### src/rtl/bffa_pkg.sv
// Shared constants, payload types and controller states of the bitmap first-fit allocator.
package bffa_pkg;

   localparam int SEGMENT_LOG2           = 14;
   localparam int RESERVED_WORDS_DEFAULT = 32;

   localparam int UNIT_BYTES_LOG2 = 4;
   localparam int UNIT_W          = SEGMENT_LOG2 - UNIT_BYTES_LOG2;
   localparam int UNIT_COUNT      = 1 << UNIT_W;
   localparam int SIZE_W          = SEGMENT_LOG2 + 1;
   localparam int OFFSET_W        = SEGMENT_LOG2;
   localparam int NEED_W          = SIZE_W - UNIT_BYTES_LOG2 + 1;
   localparam int RUN_W           = UNIT_W + 1;
   localparam int FRAG_W          = 24;
   localparam int STATUS_W        = 2;

   localparam int MARK_W          = 2;
   localparam int WORD_UNITS_LOG2 = 3;
   localparam int WORD_UNITS      = 1 << WORD_UNITS_LOG2;
   localparam int WORD_W          = WORD_UNITS * MARK_W;
   localparam int WORD_COUNT      = UNIT_COUNT / WORD_UNITS;
   localparam int ADDR_W          = UNIT_W - WORD_UNITS_LOG2;

   localparam logic [MARK_W-1:0] MARK_FREE  = 2'b11;
   localparam logic [MARK_W-1:0] MARK_START = 2'b01;
   localparam logic [MARK_W-1:0] MARK_CONT  = 2'b00;

   localparam logic REQ_ALLOC = 1'b0;
   localparam logic REQ_FREE  = 1'b1;

   localparam logic [STATUS_W-1:0] STATUS_OK        = 2'd0;
   localparam logic [STATUS_W-1:0] STATUS_NO_SPACE  = 2'd1;
   localparam logic [STATUS_W-1:0] STATUS_ZERO_SIZE = 2'd2;

   typedef struct packed {
      logic                req_type;
      logic [SIZE_W-1:0]   size_bytes;
      logic [OFFSET_W-1:0] block_offset_in;
   } bffa_req_type;

   typedef struct packed {
      logic [STATUS_W-1:0] status;
      logic [OFFSET_W-1:0] block_offset_out;
      logic [FRAG_W-1:0]   fragmentation_total;
   } bffa_rsp_type;

   typedef enum logic [2:0] {
      ST_CLEAR,
      ST_IDLE,
      ST_SCAN,
      ST_LOAD,
      ST_MARK,
      ST_DONE
   } bffa_state_type;

endpackage

### src/rtl/bffa_ram.sv
// Generic single-clock RAM with one write port and one registered read port.
module bffa_ram #(
   parameter int WIDTH = 16,
   parameter int DEPTH = 128
) (
   input  logic                     clock,
   input  logic                     wr_en,
   input  logic [$clog2(DEPTH)-1:0] wr_addr,
   input  logic [WIDTH-1:0]         wr_data,
   input  logic                     rd_en,
   input  logic [$clog2(DEPTH)-1:0] rd_addr,
   output logic [WIDTH-1:0]         rd_data
);

   logic [WIDTH-1:0] mem_ff [DEPTH];
   logic [WIDTH-1:0] rd_data_ff;

   always_ff @(posedge clock) begin
      if (wr_en) begin
         mem_ff[wr_addr] <= wr_data;
      end
      if (rd_en) begin
         rd_data_ff <= mem_ff[rd_addr];
      end
   end

   assign rd_data = rd_data_ff;

endmodule

### src/rtl/bitmap_first_fit_allocator.sv
// Top level of the bitmap first-fit allocator with its mark memory and controller.
//
// A request carries req_type (allocate or free), size_bytes and block_offset_in on a
// valid/ready channel; each request gives exactly one response with status,
// block_offset_out and fragmentation_total on the rsp_ channel.
// The unit marks live in one RAM of eight two-bit marks per word.
// An allocate reads one word per cycle from the bottom of the segment, and then rewrites
// the words the new block covers, one per cycle.
// A free rewrites the block's words one per cycle, starting at the block's first word.
// One request is in progress at a time; req_ready is high only when the block is idle.
// A finished response sits in an output register, so a new request is taken while the
// previous response still waits; if the receiver stalls, the next response holds the
// controller until the output register is free.
// After reset the block writes the initial marks into every word of the RAM and
// keeps req_ready low until that pass is done; the fragmentation total resets to zero.
module bitmap_first_fit_allocator #(
   parameter int RESERVED_WORDS = bffa_pkg::RESERVED_WORDS_DEFAULT
) (
   input  logic                   clock,
   input  logic                   reset,
   input  logic                   req_valid,
   output logic                   req_ready,
   input  bffa_pkg::bffa_req_type req_data,
   output logic                   rsp_valid,
   input  logic                   rsp_ready,
   output bffa_pkg::bffa_rsp_type rsp_data
);

   import bffa_pkg::*;

   localparam int HEAD_RAW   = ((1 << (SEGMENT_LOG2 - 9)) + RESERVED_WORDS + 1) / 2;
   localparam int HEAD_UNITS = (HEAD_RAW < UNIT_COUNT) ? HEAD_RAW : UNIT_COUNT;
   localparam logic [UNIT_W:0]   HEAD_LIMIT = (UNIT_W + 1)'(HEAD_UNITS);
   localparam logic [ADDR_W-1:0] LAST_WORD  = ADDR_W'(WORD_COUNT - 1);

   bffa_state_type state_ff, state_in;

   logic [ADDR_W-1:0]   cur_ff, cur_in;
   logic [RUN_W-1:0]    run_ff, run_in;
   logic [NEED_W-1:0]   need_ff, need_in;
   logic [UNIT_W-1:0]   lo_ff, lo_in;
   logic [UNIT_W-1:0]   hi_ff, hi_in;
   logic                kind_ff, kind_in;
   logic                first_ff, first_in;
   logic [FRAG_W-1:0]   frag_ff, frag_in;
   logic [STATUS_W-1:0] status_ff, status_in;
   logic [OFFSET_W-1:0] result_off_ff, result_off_in;
   logic                rsp_valid_ff, rsp_valid_in;
   bffa_rsp_type        rsp_data_ff, rsp_data_in;

   logic              wr_en;
   logic [ADDR_W-1:0] wr_addr;
   logic [WORD_W-1:0] wr_data;
   logic              rd_en;
   logic [ADDR_W-1:0] rd_addr;
   logic [WORD_W-1:0] rd_data;

   logic                accept;
   logic                rsp_free;
   logic [UNIT_W-1:0]   req_unit;
   logic [SIZE_W:0]     size_sum;
   logic [NEED_W-1:0]   need_calc;
   logic [3:0]          slack;
   logic [FRAG_W:0]     frag_sum;
   logic [FRAG_W-1:0]   frag_sat;
   logic                size_zero;
   logic                free_req_ok;

   logic [RUN_W-1:0]           scan_run;
   logic                       scan_found;
   logic [WORD_UNITS_LOG2-1:0] scan_pos;
   logic [UNIT_W-1:0]          scan_idx;
   logic [NEED_W-1:0]          scan_lo_wide;

   logic [WORD_W-1:0] clear_word;
   logic [WORD_W-1:0] alloc_word;
   logic [WORD_W-1:0] free_word;
   logic              free_chain;
   logic              free_start_ok;
   logic [UNIT_W-1:0] unit_idx;

   bffa_ram #(
      .WIDTH (WORD_W),
      .DEPTH (WORD_COUNT)
   ) u_mark_ram (
      .clock   (clock),
      .wr_en   (wr_en),
      .wr_addr (wr_addr),
      .wr_data (wr_data),
      .rd_en   (rd_en),
      .rd_addr (rd_addr),
      .rd_data (rd_data)
   );

   assign accept    = req_valid && req_ready;
   assign rsp_free  = !rsp_valid_ff || rsp_ready;
   assign req_ready = (state_ff == ST_IDLE);
   assign rsp_valid = rsp_valid_ff;
   assign rsp_data  = rsp_data_ff;

   assign req_unit    = req_data.block_offset_in[OFFSET_W-1:UNIT_BYTES_LOG2];
   assign size_sum    = {1'b0, req_data.size_bytes} + (SIZE_W + 1)'((1 << UNIT_BYTES_LOG2) - 1);
   assign need_calc   = size_sum[SIZE_W:UNIT_BYTES_LOG2];
   assign slack       = 4'd0 - req_data.size_bytes[UNIT_BYTES_LOG2-1:0];
   assign frag_sum    = {1'b0, frag_ff} + (FRAG_W + 1)'(slack);
   assign frag_sat    = frag_sum[FRAG_W] ? {FRAG_W{1'b1}} : frag_sum[FRAG_W-1:0];
   assign size_zero   = (req_data.size_bytes == '0);
   assign free_req_ok = (req_data.block_offset_in[UNIT_BYTES_LOG2-1:0] == '0) &&
                        ({1'b0, req_unit} >= HEAD_LIMIT);

   always_comb begin
      for (int j = 0; j < WORD_UNITS; j++) begin
         if ((int'(cur_ff) * WORD_UNITS + j) == 0) begin
            clear_word[j*MARK_W +: MARK_W] = MARK_START;
         end else if ((int'(cur_ff) * WORD_UNITS + j) < HEAD_UNITS) begin
            clear_word[j*MARK_W +: MARK_W] = MARK_CONT;
         end else begin
            clear_word[j*MARK_W +: MARK_W] = MARK_FREE;
         end
      end
   end

   always_comb begin
      scan_run   = run_ff;
      scan_found = 1'b0;
      scan_pos   = '0;
      for (int j = 0; j < WORD_UNITS; j++) begin
         if (rd_data[j*MARK_W +: MARK_W] == MARK_FREE) begin
            scan_run = scan_run + 1'b1;
         end else begin
            scan_run = '0;
         end
         if (!scan_found && (NEED_W'(scan_run) == need_ff)) begin
            scan_found = 1'b1;
            scan_pos   = WORD_UNITS_LOG2'(j);
         end
      end
   end

   assign scan_idx     = {cur_ff, scan_pos};
   assign scan_lo_wide = NEED_W'(scan_idx) + NEED_W'(1) - need_ff;

   always_comb begin
      unit_idx = '0;
      for (int j = 0; j < WORD_UNITS; j++) begin
         unit_idx = {cur_ff, WORD_UNITS_LOG2'(j)};
         if ((unit_idx >= lo_ff) && (unit_idx <= hi_ff)) begin
            alloc_word[j*MARK_W +: MARK_W] = (unit_idx == lo_ff) ? MARK_START : MARK_CONT;
         end else begin
            alloc_word[j*MARK_W +: MARK_W] = rd_data[j*MARK_W +: MARK_W];
         end
      end
   end

   always_comb begin
      free_chain = !first_ff;
      for (int j = 0; j < WORD_UNITS; j++) begin
         if (first_ff && (WORD_UNITS_LOG2'(j) == lo_ff[WORD_UNITS_LOG2-1:0])) begin
            free_word[j*MARK_W +: MARK_W] = MARK_FREE;
            free_chain = 1'b1;
         end else if (free_chain && (rd_data[j*MARK_W +: MARK_W] == MARK_CONT)) begin
            free_word[j*MARK_W +: MARK_W] = MARK_FREE;
         end else begin
            free_word[j*MARK_W +: MARK_W] = rd_data[j*MARK_W +: MARK_W];
            free_chain = 1'b0;
         end
      end
   end

   assign free_start_ok =
      (rd_data[int'(lo_ff[WORD_UNITS_LOG2-1:0]) * MARK_W +: MARK_W] == MARK_START);

   always_comb begin
      state_in = state_ff;
      unique case (state_ff)
         ST_CLEAR: begin
            if (cur_ff == LAST_WORD) begin
               state_in = ST_IDLE;
            end
         end
         ST_IDLE: begin
            if (accept) begin
               if (req_data.req_type == REQ_ALLOC) begin
                  state_in = size_zero ? ST_DONE : ST_SCAN;
               end else begin
                  state_in = free_req_ok ? ST_MARK : ST_DONE;
               end
            end
         end
         ST_SCAN: begin
            if (scan_found) begin
               state_in = ST_LOAD;
            end else if (cur_ff == LAST_WORD) begin
               state_in = ST_DONE;
            end
         end
         ST_LOAD: begin
            state_in = ST_MARK;
         end
         ST_MARK: begin
            if (kind_ff == REQ_ALLOC) begin
               if (cur_ff == hi_ff[UNIT_W-1:WORD_UNITS_LOG2]) begin
                  state_in = ST_DONE;
               end
            end else if (first_ff && !free_start_ok) begin
               state_in = ST_DONE;
            end else if (!free_chain || (cur_ff == LAST_WORD)) begin
               state_in = ST_DONE;
            end
         end
         ST_DONE: begin
            if (rsp_free) begin
               state_in = ST_IDLE;
            end
         end
         default: begin
            state_in = ST_IDLE;
         end
      endcase
   end

   always_comb begin
      cur_in        = cur_ff;
      run_in        = run_ff;
      need_in       = need_ff;
      lo_in         = lo_ff;
      hi_in         = hi_ff;
      kind_in       = kind_ff;
      first_in      = first_ff;
      frag_in       = frag_ff;
      status_in     = status_ff;
      result_off_in = result_off_ff;
      rsp_valid_in  = rsp_valid_ff && !rsp_ready;
      rsp_data_in   = rsp_data_ff;
      wr_en         = 1'b0;
      wr_addr       = cur_ff;
      wr_data       = alloc_word;
      rd_en         = 1'b0;
      rd_addr       = cur_ff + 1'b1;
      unique case (state_ff)
         ST_CLEAR: begin
            wr_en   = 1'b1;
            wr_data = clear_word;
            cur_in  = cur_ff + 1'b1;
         end
         ST_IDLE: begin
            if (accept) begin
               kind_in       = req_data.req_type;
               result_off_in = '0;
               if (req_data.req_type == REQ_ALLOC) begin
                  if (size_zero) begin
                     status_in = STATUS_ZERO_SIZE;
                  end else begin
                     status_in = STATUS_NO_SPACE;
                     frag_in   = frag_sat;
                     need_in   = need_calc;
                     run_in    = '0;
                     cur_in    = '0;
                     rd_en     = 1'b1;
                     rd_addr   = '0;
                  end
               end else begin
                  status_in = STATUS_OK;
                  if (free_req_ok) begin
                     rd_en    = 1'b1;
                     rd_addr  = req_unit[UNIT_W-1:WORD_UNITS_LOG2];
                     cur_in   = req_unit[UNIT_W-1:WORD_UNITS_LOG2];
                     lo_in    = req_unit;
                     first_in = 1'b1;
                  end
               end
            end
         end
         ST_SCAN: begin
            if (scan_found) begin
               lo_in = scan_lo_wide[UNIT_W-1:0];
               hi_in = scan_idx;
            end else if (cur_ff != LAST_WORD) begin
               rd_en  = 1'b1;
               cur_in = cur_ff + 1'b1;
               run_in = scan_run;
            end
         end
         ST_LOAD: begin
            rd_en   = 1'b1;
            rd_addr = lo_ff[UNIT_W-1:WORD_UNITS_LOG2];
            cur_in  = lo_ff[UNIT_W-1:WORD_UNITS_LOG2];
         end
         ST_MARK: begin
            if (kind_ff == REQ_ALLOC) begin
               wr_en = 1'b1;
               if (cur_ff == hi_ff[UNIT_W-1:WORD_UNITS_LOG2]) begin
                  status_in     = STATUS_OK;
                  result_off_in = {lo_ff, UNIT_BYTES_LOG2'(0)};
               end else begin
                  rd_en  = 1'b1;
                  cur_in = cur_ff + 1'b1;
               end
            end else if (!(first_ff && !free_start_ok)) begin
               wr_en    = 1'b1;
               wr_data  = free_word;
               first_in = 1'b0;
               rd_en    = 1'b1;
               cur_in   = cur_ff + 1'b1;
            end
         end
         ST_DONE: begin
            if (rsp_free) begin
               rsp_valid_in                    = 1'b1;
               rsp_data_in.status              = status_ff;
               rsp_data_in.block_offset_out    = result_off_ff;
               rsp_data_in.fragmentation_total = frag_ff;
            end
         end
         default: begin
         end
      endcase
   end

   always_ff @(posedge clock) begin
      if (reset) begin
         state_ff     <= ST_CLEAR;
         cur_ff       <= '0;
         frag_ff      <= '0;
         rsp_valid_ff <= 1'b0;
      end else begin
         state_ff     <= state_in;
         cur_ff       <= cur_in;
         frag_ff      <= frag_in;
         rsp_valid_ff <= rsp_valid_in;
      end
   end

   always_ff @(posedge clock) begin
      run_ff        <= run_in;
      need_ff       <= need_in;
      lo_ff         <= lo_in;
      hi_ff         <= hi_in;
      kind_ff       <= kind_in;
      first_ff      <= first_in;
      status_ff     <= status_in;
      result_off_ff <= result_off_in;
      rsp_data_ff   <= rsp_data_in;
   end

endmodule

### config.mk
export PLATFORM = sky130hd
export DESIGN_NAME = bitmap_first_fit_allocator
export DESIGN_NICKNAME = d
export VERILOG_FILES = /design/src/rtl/bffa_pkg.sv /design/src/rtl/bffa_ram.sv /design/src/rtl/bitmap_first_fit_allocator.sv
export SDC_FILE = /design/constraint.sdc
export NUM_CORES = 2
export LEC_CHECK = 0
export BUFFER_PORTS_ARGS = -buffer_cell sky130_fd_sc_hd__clkbuf_2
export CAP_MARGIN = 20
export CORE_ASPECT_RATIO = 0.7
export CORE_UTILIZATION = 28
export DETAILED_ROUTE_END_ITERATION = 8
export GPL_ROUTABILITY_DRIVEN = 0
export SYNTH_ARGS = -nofsm -noshare
export SYNTH_HDL_FRONTEND = slang
export SYNTH_SLANG_ARGS = --single-unit
### constraint.sdc
create_clock -name clock -period 12.45 [get_ports clock]
set_input_delay 1.8675 -clock clock [delete_from_list [all_inputs] [get_ports clock]]
set_output_delay 1.8675 -clock clock [all_outputs]
set_load 0.01 [all_outputs]
Word level (Yosys, flattened, before mapping)
Memories as Yosys holds them, arrays and structs flattened. A register that Yosys moved wholly into a read port is not among the register bits.
Cells that the tools add are included.
{ "word_totals": {"ff_bits": 136, "ramBits": 2048, "inputBits": 34, "out_inout_bits": 42, "memories": 1} }
{ "op_classes": {"n_addsub": 21, "magnitude_cmp": 25, "n_eq_ne": 61, "shift": 1, "n_mux": 162, "bitwise": 2, "reduce_logical": 82} }
{ "memory_table": {"columns": ["name", "words", "width", "rd", "rd_ports_with_merged_regs", "write_ports", "line_no", "text"], "rows": [
  ["u_mark_ram.mem_ff", 128, 16, 1, 1, 1, "bffa_ram.sv:15", "logic [WIDTH-1:0] mem_ff [DEPTH];"]
]} }
{ "ops": {"columns": ["op", "count"], "rows": [
  ["$logic_not A32 Y1", 8],
  ["$mux W11", 13],
  ["$eq A11 B12 Y1", 8],
  ["$mux W7", 13],
  ["$mux W2", 45],
  ["$add A11 B1 Y11 const B", 8],
  ["$eq A10 B10 Y1", 8],
  ["$ge A10 B10 Y1", 8],
  ["$le A10 B10 Y1", 8],
  ["$lt A11 B6 Y1 const B", 7],
  ["$mux W1", 53],
  ["$mux W3", 17],
  ["$add A10 B3 Y11 const B", 4],
  ["$mux W14", 3],
  ["$mux W10", 4],
  ["$logic_and A1 B1 Y1", 35],
  ["$pmux W7 S5", 1],
  ["$mux W16", 2],
  ["$pmux W16 S2", 1],
  ["$pmux W14 S2", 1],
  ["$add A24 B4 Y25", 1],
  ["$mux W24", 1],
  ["$add A10 B2 Y11 const B", 2],
  ["$ne A2 B2 Y1 const B", 11],
  ["other kinds (45)", 92]
]} }

Longest topological paths before layout
{ "logic_depth": {"ltp_word": 31, "ltp_mapped": 45} }

Cells and area by module
From an unflattened synthesis, not the netlist that was laid out.
{ "unflattened": {"hier_cells": 4638, "area_unflattened_um2": 91416.4} }
{ "modules_own_cells": {"columns": ["mod", "n_inst", "cells_per_inst", "area_each_um2", "seq_area_each_um2"], "rows": [
  ["bffa_ram", 1, 3086, 78676.7, 61979.4],
  ["bitmap_first_fit_allocator", 1, 1552, 12739.7, 3493.4]
]} }

Worst setup path after synthesis
OpenSTA, ideal clock, no wires.
{ "synth_timing": {"path_type": "register to register", "startpoint": "register u_mark_ram.rd_data_ff[1] (netlist: u_mark_ram.rd_data[1]), read port of u_mark_ram.mem_ff", "endpoint": "register lo_ff[9] (data pin)", "setup_ns": 0.268, "t_arrival_ns": 8.354, "t_required_ns": 12.182, "setup_slack_ns": 3.828, "stages_incl_launch_ff": 42, "n_path_buf": 1, "cell_sequence": "edfxtp_1 > nand2_1 > clkbuf_1 > nor2_1 > ha_1 > nand2_1 > inv_1 > ha_1 > nand4b_1 > o2bb2ai_1 > a221oi_2 > a211oi_2 > xnor2_1 > nand2_1 > or3_1 > nor4_2 > o21ai_0 > a21oi_2 > [... 6 more ...] > a211o_1 > nand2_1 > nand2_1 > a21o_1 > ha_1 > inv_1 > ha_1 > inv_1 > fa_1 > nor2b_1 > o21ai_0 > nand2b_1 > a21oi_1 > o21bai_1 > a21o_1 > a21oi_1 > xnor2_1 > o21ai_0"} }
{ "synth_via": {"elab_chain_cells": 29, "word_cells_on_any_way": 56, "classes_between": "add/sub (9); eq/ne (9); mux (24); reduce/logical (14)"} }
{ "synth_lines": {"columns": ["element", "line_no", "text"], "rows": [
  ["start: declaration", "bffa_ram.sv:16", "logic [WIDTH-1:0] rd_data_ff;"],
  ["$eq A2 B2 Y1 *", "bitmap_first_fit_allocator.sv:128", "if (rd_data[j*MARK_W +: MARK_W] == MARK_FREE) begin"],
  ["$mux W11 *", "bitmap_first_fit_allocator.sv:128", null],
  ["branches (longest 22 deep; another with $add A11 B1 Y11)", null, null],
  ["$mux W3 *", "bitmap_first_fit_allocator.sv:133", "if (!scan_found && (NEED_W'(scan_run) == need_ff)) begin"],
  ["$add A10 B1 Y10 *", "bitmap_first_fit_allocator.sv:141", "assign scan_lo_wide = NEED_W'(scan_idx) + NEED_W'(1) - need_ff;"],
  ["$sub A10 B10 Y10 *", "bitmap_first_fit_allocator.sv:141", null],
  ["$mux W10 *", "bitmap_first_fit_allocator.sv:275", "if (scan_found) begin"],
  ["$pmux W10 S2 *", "bitmap_first_fit_allocator.sv:240", "unique case (state_ff)"],
  ["via lo_in[9]", "bitmap_first_fit_allocator.sv:41", "logic [UNIT_W-1:0] lo_ff, lo_in;"],
  ["end signal: assignment", "bitmap_first_fit_allocator.sv:337", "lo_ff <= lo_in;"],
  ["end: declaration", "bitmap_first_fit_allocator.sv:41", null]
]} }
Mark *: on every way through the listed nets, which the timed path passes. The select of a mux whose other input is x is not followed.
A chain may end at the register's enable or synchronous reset.

Final worst setup path
{ "layout_timing": {"startpoint": "register run_ff[0]", "endpoint": "register lo_ff[9] (data pin)"} }
{ "layout_via": {"elab_chain_cells": 29, "word_cells_on_any_way": 56, "classes_between": "add/sub (10); eq/ne (8); mux (24); reduce/logical (14)"} }
{ "layout_lines": {"columns": ["element", "line_no", "text"], "rows": [
  ["start: declaration", "bitmap_first_fit_allocator.sv:39", "logic [RUN_W-1:0] run_ff, run_in;"],
  ["start signal: assignment", "bitmap_first_fit_allocator.sv:335", "run_ff <= run_in;"],
  ["$add A11 B1 Y11 *", "bitmap_first_fit_allocator.sv:129", "scan_run = scan_run + 1'b1;"],
  ["$mux W11 *", "bitmap_first_fit_allocator.sv:128", null],
  ["branches (longest 22 deep; another with $add A11 B1 Y11)", null, null],
  ["$mux W3 *", "bitmap_first_fit_allocator.sv:133", null],
  ["$add A10 B1 Y10 *", "bitmap_first_fit_allocator.sv:141", null],
  ["$sub A10 B10 Y10 *", "bitmap_first_fit_allocator.sv:141", null],
  ["$mux W10 *", "bitmap_first_fit_allocator.sv:275", null],
  ["$pmux W10 S2 *", "bitmap_first_fit_allocator.sv:240", null],
  ["via lo_in[9]", "bitmap_first_fit_allocator.sv:41", null]
]} }
Marks and branches as above.

==> impl_metrics.json <==
{
  "start_kind": "register",
  "via_count": 64614,
  "num_rows": 177,
  "antenna_found_initial": 9,
  "layout.cells.non_filler": 12377,
  "worst-path-max-fanout": 11,
  "die_w_um": 695,
  "cts_setup_buffers": 0,
  "max_freq_mhz": 99.0,
  "syn_inst": 7754,
  "grt_max_degree": 165,
  "cp_slowest_cell": "a211oi_2",
  "synth_top_area_cell": "edfxtp_1",
  "finClkSkew_ns": 0.0940,
  "violations": "design-rule violations",
  "critPathMostFrequentCell": "ha_1",
  "p_per_area_mw_per_mm2": 289,
  "yosysWarnings": 0,
  "finalSetupTns_ns": 0,
  "crit_required_ns": 12.97,
  "synth_area_per_cell_sq_um": 12.1,
  "synthesis.area_sq_mm": 0.0941,
  "placed_area_sq_mm": 0.100,
  "core_sq_mm": 0.333,
  "ys_top_cells_by_count": "2208 x nand2_1, 2157 x edfxtp_1, 587 x nand3_1",
  "yosys-top-cells-area": "edfxtp_1 69%, nand2_1 8.8%, a311oi_1 3.6%, nand3_1 3.1%, and3_1 1.9%",
  "hp-class": "register to register",
  "final_hold_viol_count": 0,
  "final_area_sq_mm": 0.106,
  "synth_cell_types": 106,
  "drive_above_1_share": 0.0823,
  "crit_path_end_kind": "register",
  "clk_latency_ns": 0.88,
  "synth-edff-count": 2157,
  "drc": 72,
  "fillerInstances": 32746,
  "ys_async_sr_fraction": 0,
  "avgRoutedWirePerCell_um": 22.1,
  "ys_seq_area_frac": 0.696,
  "placedCellCount": 12018,
  "clk_pin_slew_ns": 0.06,
  "ios": 76,
  "synth_top_area_frac": 0.688,
  "min_period_ns": 10.10,
  "dpl.hpwl_um": 163000,
  "cts_buffers": 198,
  "slew_viol_final": 0,
  "fin_crit_sh": 0.811,
  "synth_seq_cells": 2192,
  "setup_viol": 0,
  "first_pass_iters": 8,
  "arrival_ns": 10.62,
  "avgViaCountPerCell": 5.22,
  "grt_pass1_wl_um": 401000,
  "root_buffer": "clkbuf_16",
  "total_power_mw": 30.7,
  "clock_sinks": 2192,
  "synth.most_common_cell": "nand2_1",
  "die_h_um": 487,
  "htree_levels": 4,
  "status": "finished, violations left",
  "drt_iter0_drc": 8734,
  "clockBufferDepth": 4,
  "die-area_sq_mm": 0.338,
  "start_util": 0.282,
  "fin_hold_ws_ns": 0.418,
  "max_slew_margin": 0.0674,
  "grt.total_usage": 0.155,
  "ctsResizeCount": 0,
  "synthToLayoutAreaGrowth_pct": 13.0,
  "postRouteAntennaNets": 0,
  "io_buffer_count": 71,
  "grt_overflow": 0,
  "p_leak_nw": 35.6,
  "path_class": "register to register",
  "grt_pass1_vias": 60186,
  "vdd_ir_drop_max_mv": 0.355,
  "critPathMaxStageDelay_ns": 0.64,
  "wl_um": 273000,
  "maxCapViolCount": 0,
  "synth_ff_type": "edfxtp_1",
  "holdBufCountCts": 0,
  "rsz0062_at_grt": "no",
  "tightest_slew_ns": 1.38,
  "fin_nets": 7833,
  "cts_tree": "yes"
}
registers in the layout, indices dropped and copies added, names as in the netlist:
name and count:
run_ff 11, u_mark_ram.rd_data 16, u_mark_ram.mem_ff 2048, need_ff 12
first_ff 1, frag_ff 24, result_off_ff 10, rsp_valid 1
cur_ff 7, rsp_data 36, lo_ff 10, kind_ff 1
state_ff 3, hi_ff 10, status_ff 2
report_power, final:
part | internal, mW | switching, mW
Clock | 3.16 | 2.68
Combinational | 2.92 | 10.5
Sequential | 11.3 | 0.180
stage by stage:
stage	setup slack, ns	utilization
after floorplan	3.83	-
after global placement	2.59	0.301
after detailed placement	2.60	0.301
after CTS	2.53	0.319
after global routing	1.55	0.319
final	2.35	0.319
cell type report:
class / instances / area, sq um / area share
Antenna cell: 6 / 15.0 / 0.000141
Tap cell: 4475 / 5600 / 0.0526
Inverter: 65 / 244 / 0.00229
Clock inverter: 108 / 823 / 0.00774
Clock buffer: 239 / 5120 / 0.0481
Timing Repair Buffer: 320 / 2450 / 0.0230
Sequential cell: 2192 / 65500 / 0.616
Multi-Input combinational cell: 4972 / 26600 / 0.250
path summary, 6_finish.rpt:
check                                  from                      to  slack [ns]  cells past startpoint
max                 run_ff[0]$_SDFFCE_PP0P_      lo_ff[9]$_DFFE_PP_        2.35                     40
min          result_off_ff[8]$_SDFFCE_PN0P_  rsp_data[32]$_DFFE_PP_        0.42                      0
max reg2reg         run_ff[0]$_SDFFCE_PP0P_      lo_ff[9]$_DFFE_PP_        2.35                     40
min reg2reg  result_off_ff[8]$_SDFFCE_PN0P_  rsp_data[32]$_DFFE_PP_        0.42                      0
critical path: cells and delay by family, from the launching register on:
family,cells,cell delay (ns)
adders and majority gates,6,1.91
DFF,1,0.55
AOI/OAI and AO/OA,16,3.48
buffers and inverters,3,0.25
xor gates and xnor gates,4,0.97
and+or+nand+nor,11,2.59
layer usage:
metal,vias to the layer above,GRT usage,share of wire
met5,-,0,0.000029
met4,2,0.0294,0.018
met3,349,0.0426,0.12
met2,3302,0.216,0.41
met1,32280,0.238,0.45
li1,28681,-,-
cell usage in the layout, fill, tap and decap left out, types with 13 or more instances in the layout:
| master | n |
|---|---|
| nor4_1 | 23 |
| xor2_1 | 43 |
| buf_4 | 229 |
| a311oi_1 | 387 |
| o21a_1 | 13 |
| clkbuf_16 | 198 |
| clkbuf_1 | 40 |
| clkinv_2 | 34 |
| edfxtp_1 | 2157 |
| nor2b_1 | 14 |
| o21ai_0 | 71 |
| a21o_1 | 36 |
| nand4_1 | 20 |
| or3_1 | 14 |
| xnor2_1 | 124 |
| mux2i_1 | 18 |
| a21oi_1 | 217 |
| clkbuf_2 | 72 |
| ha_1 | 48 |
| dfxtp_1 | 35 |
| clkinv_1 | 54 |
| a211oi_1 | 124 |
| a31oi_1 | 138 |
| and3_1 | 285 |
| nand3_1 | 586 |
| nor3_1 | 52 |
| and2_1 | 21 |
| buf_12 | 18 |
| nand2_1 | 2204 |
| o211ai_1 | 15 |
| inv_1 | 59 |
| nor2_1 | 278 |
logic make-up (layout without fill, tap and decap cells):
group                    after synthesis  count (layout)  share of synthesized area
adder cells (fa/ha/maj)               50              50                    0.00681
flip-flops                          2192            2192                      0.696
AND/OR/NAND/NOR                     3572            3572                      0.164
multiplexers                          25              25                    0.00282
XOR/XNOR                             175             175                     0.0171
buffers and inverters                593             732                     0.0242
AO/OA/AOI/OAI                       1146            1146                     0.0890
other                                  1              10                  0.0000399
Power figures use the tool's default switching activity.
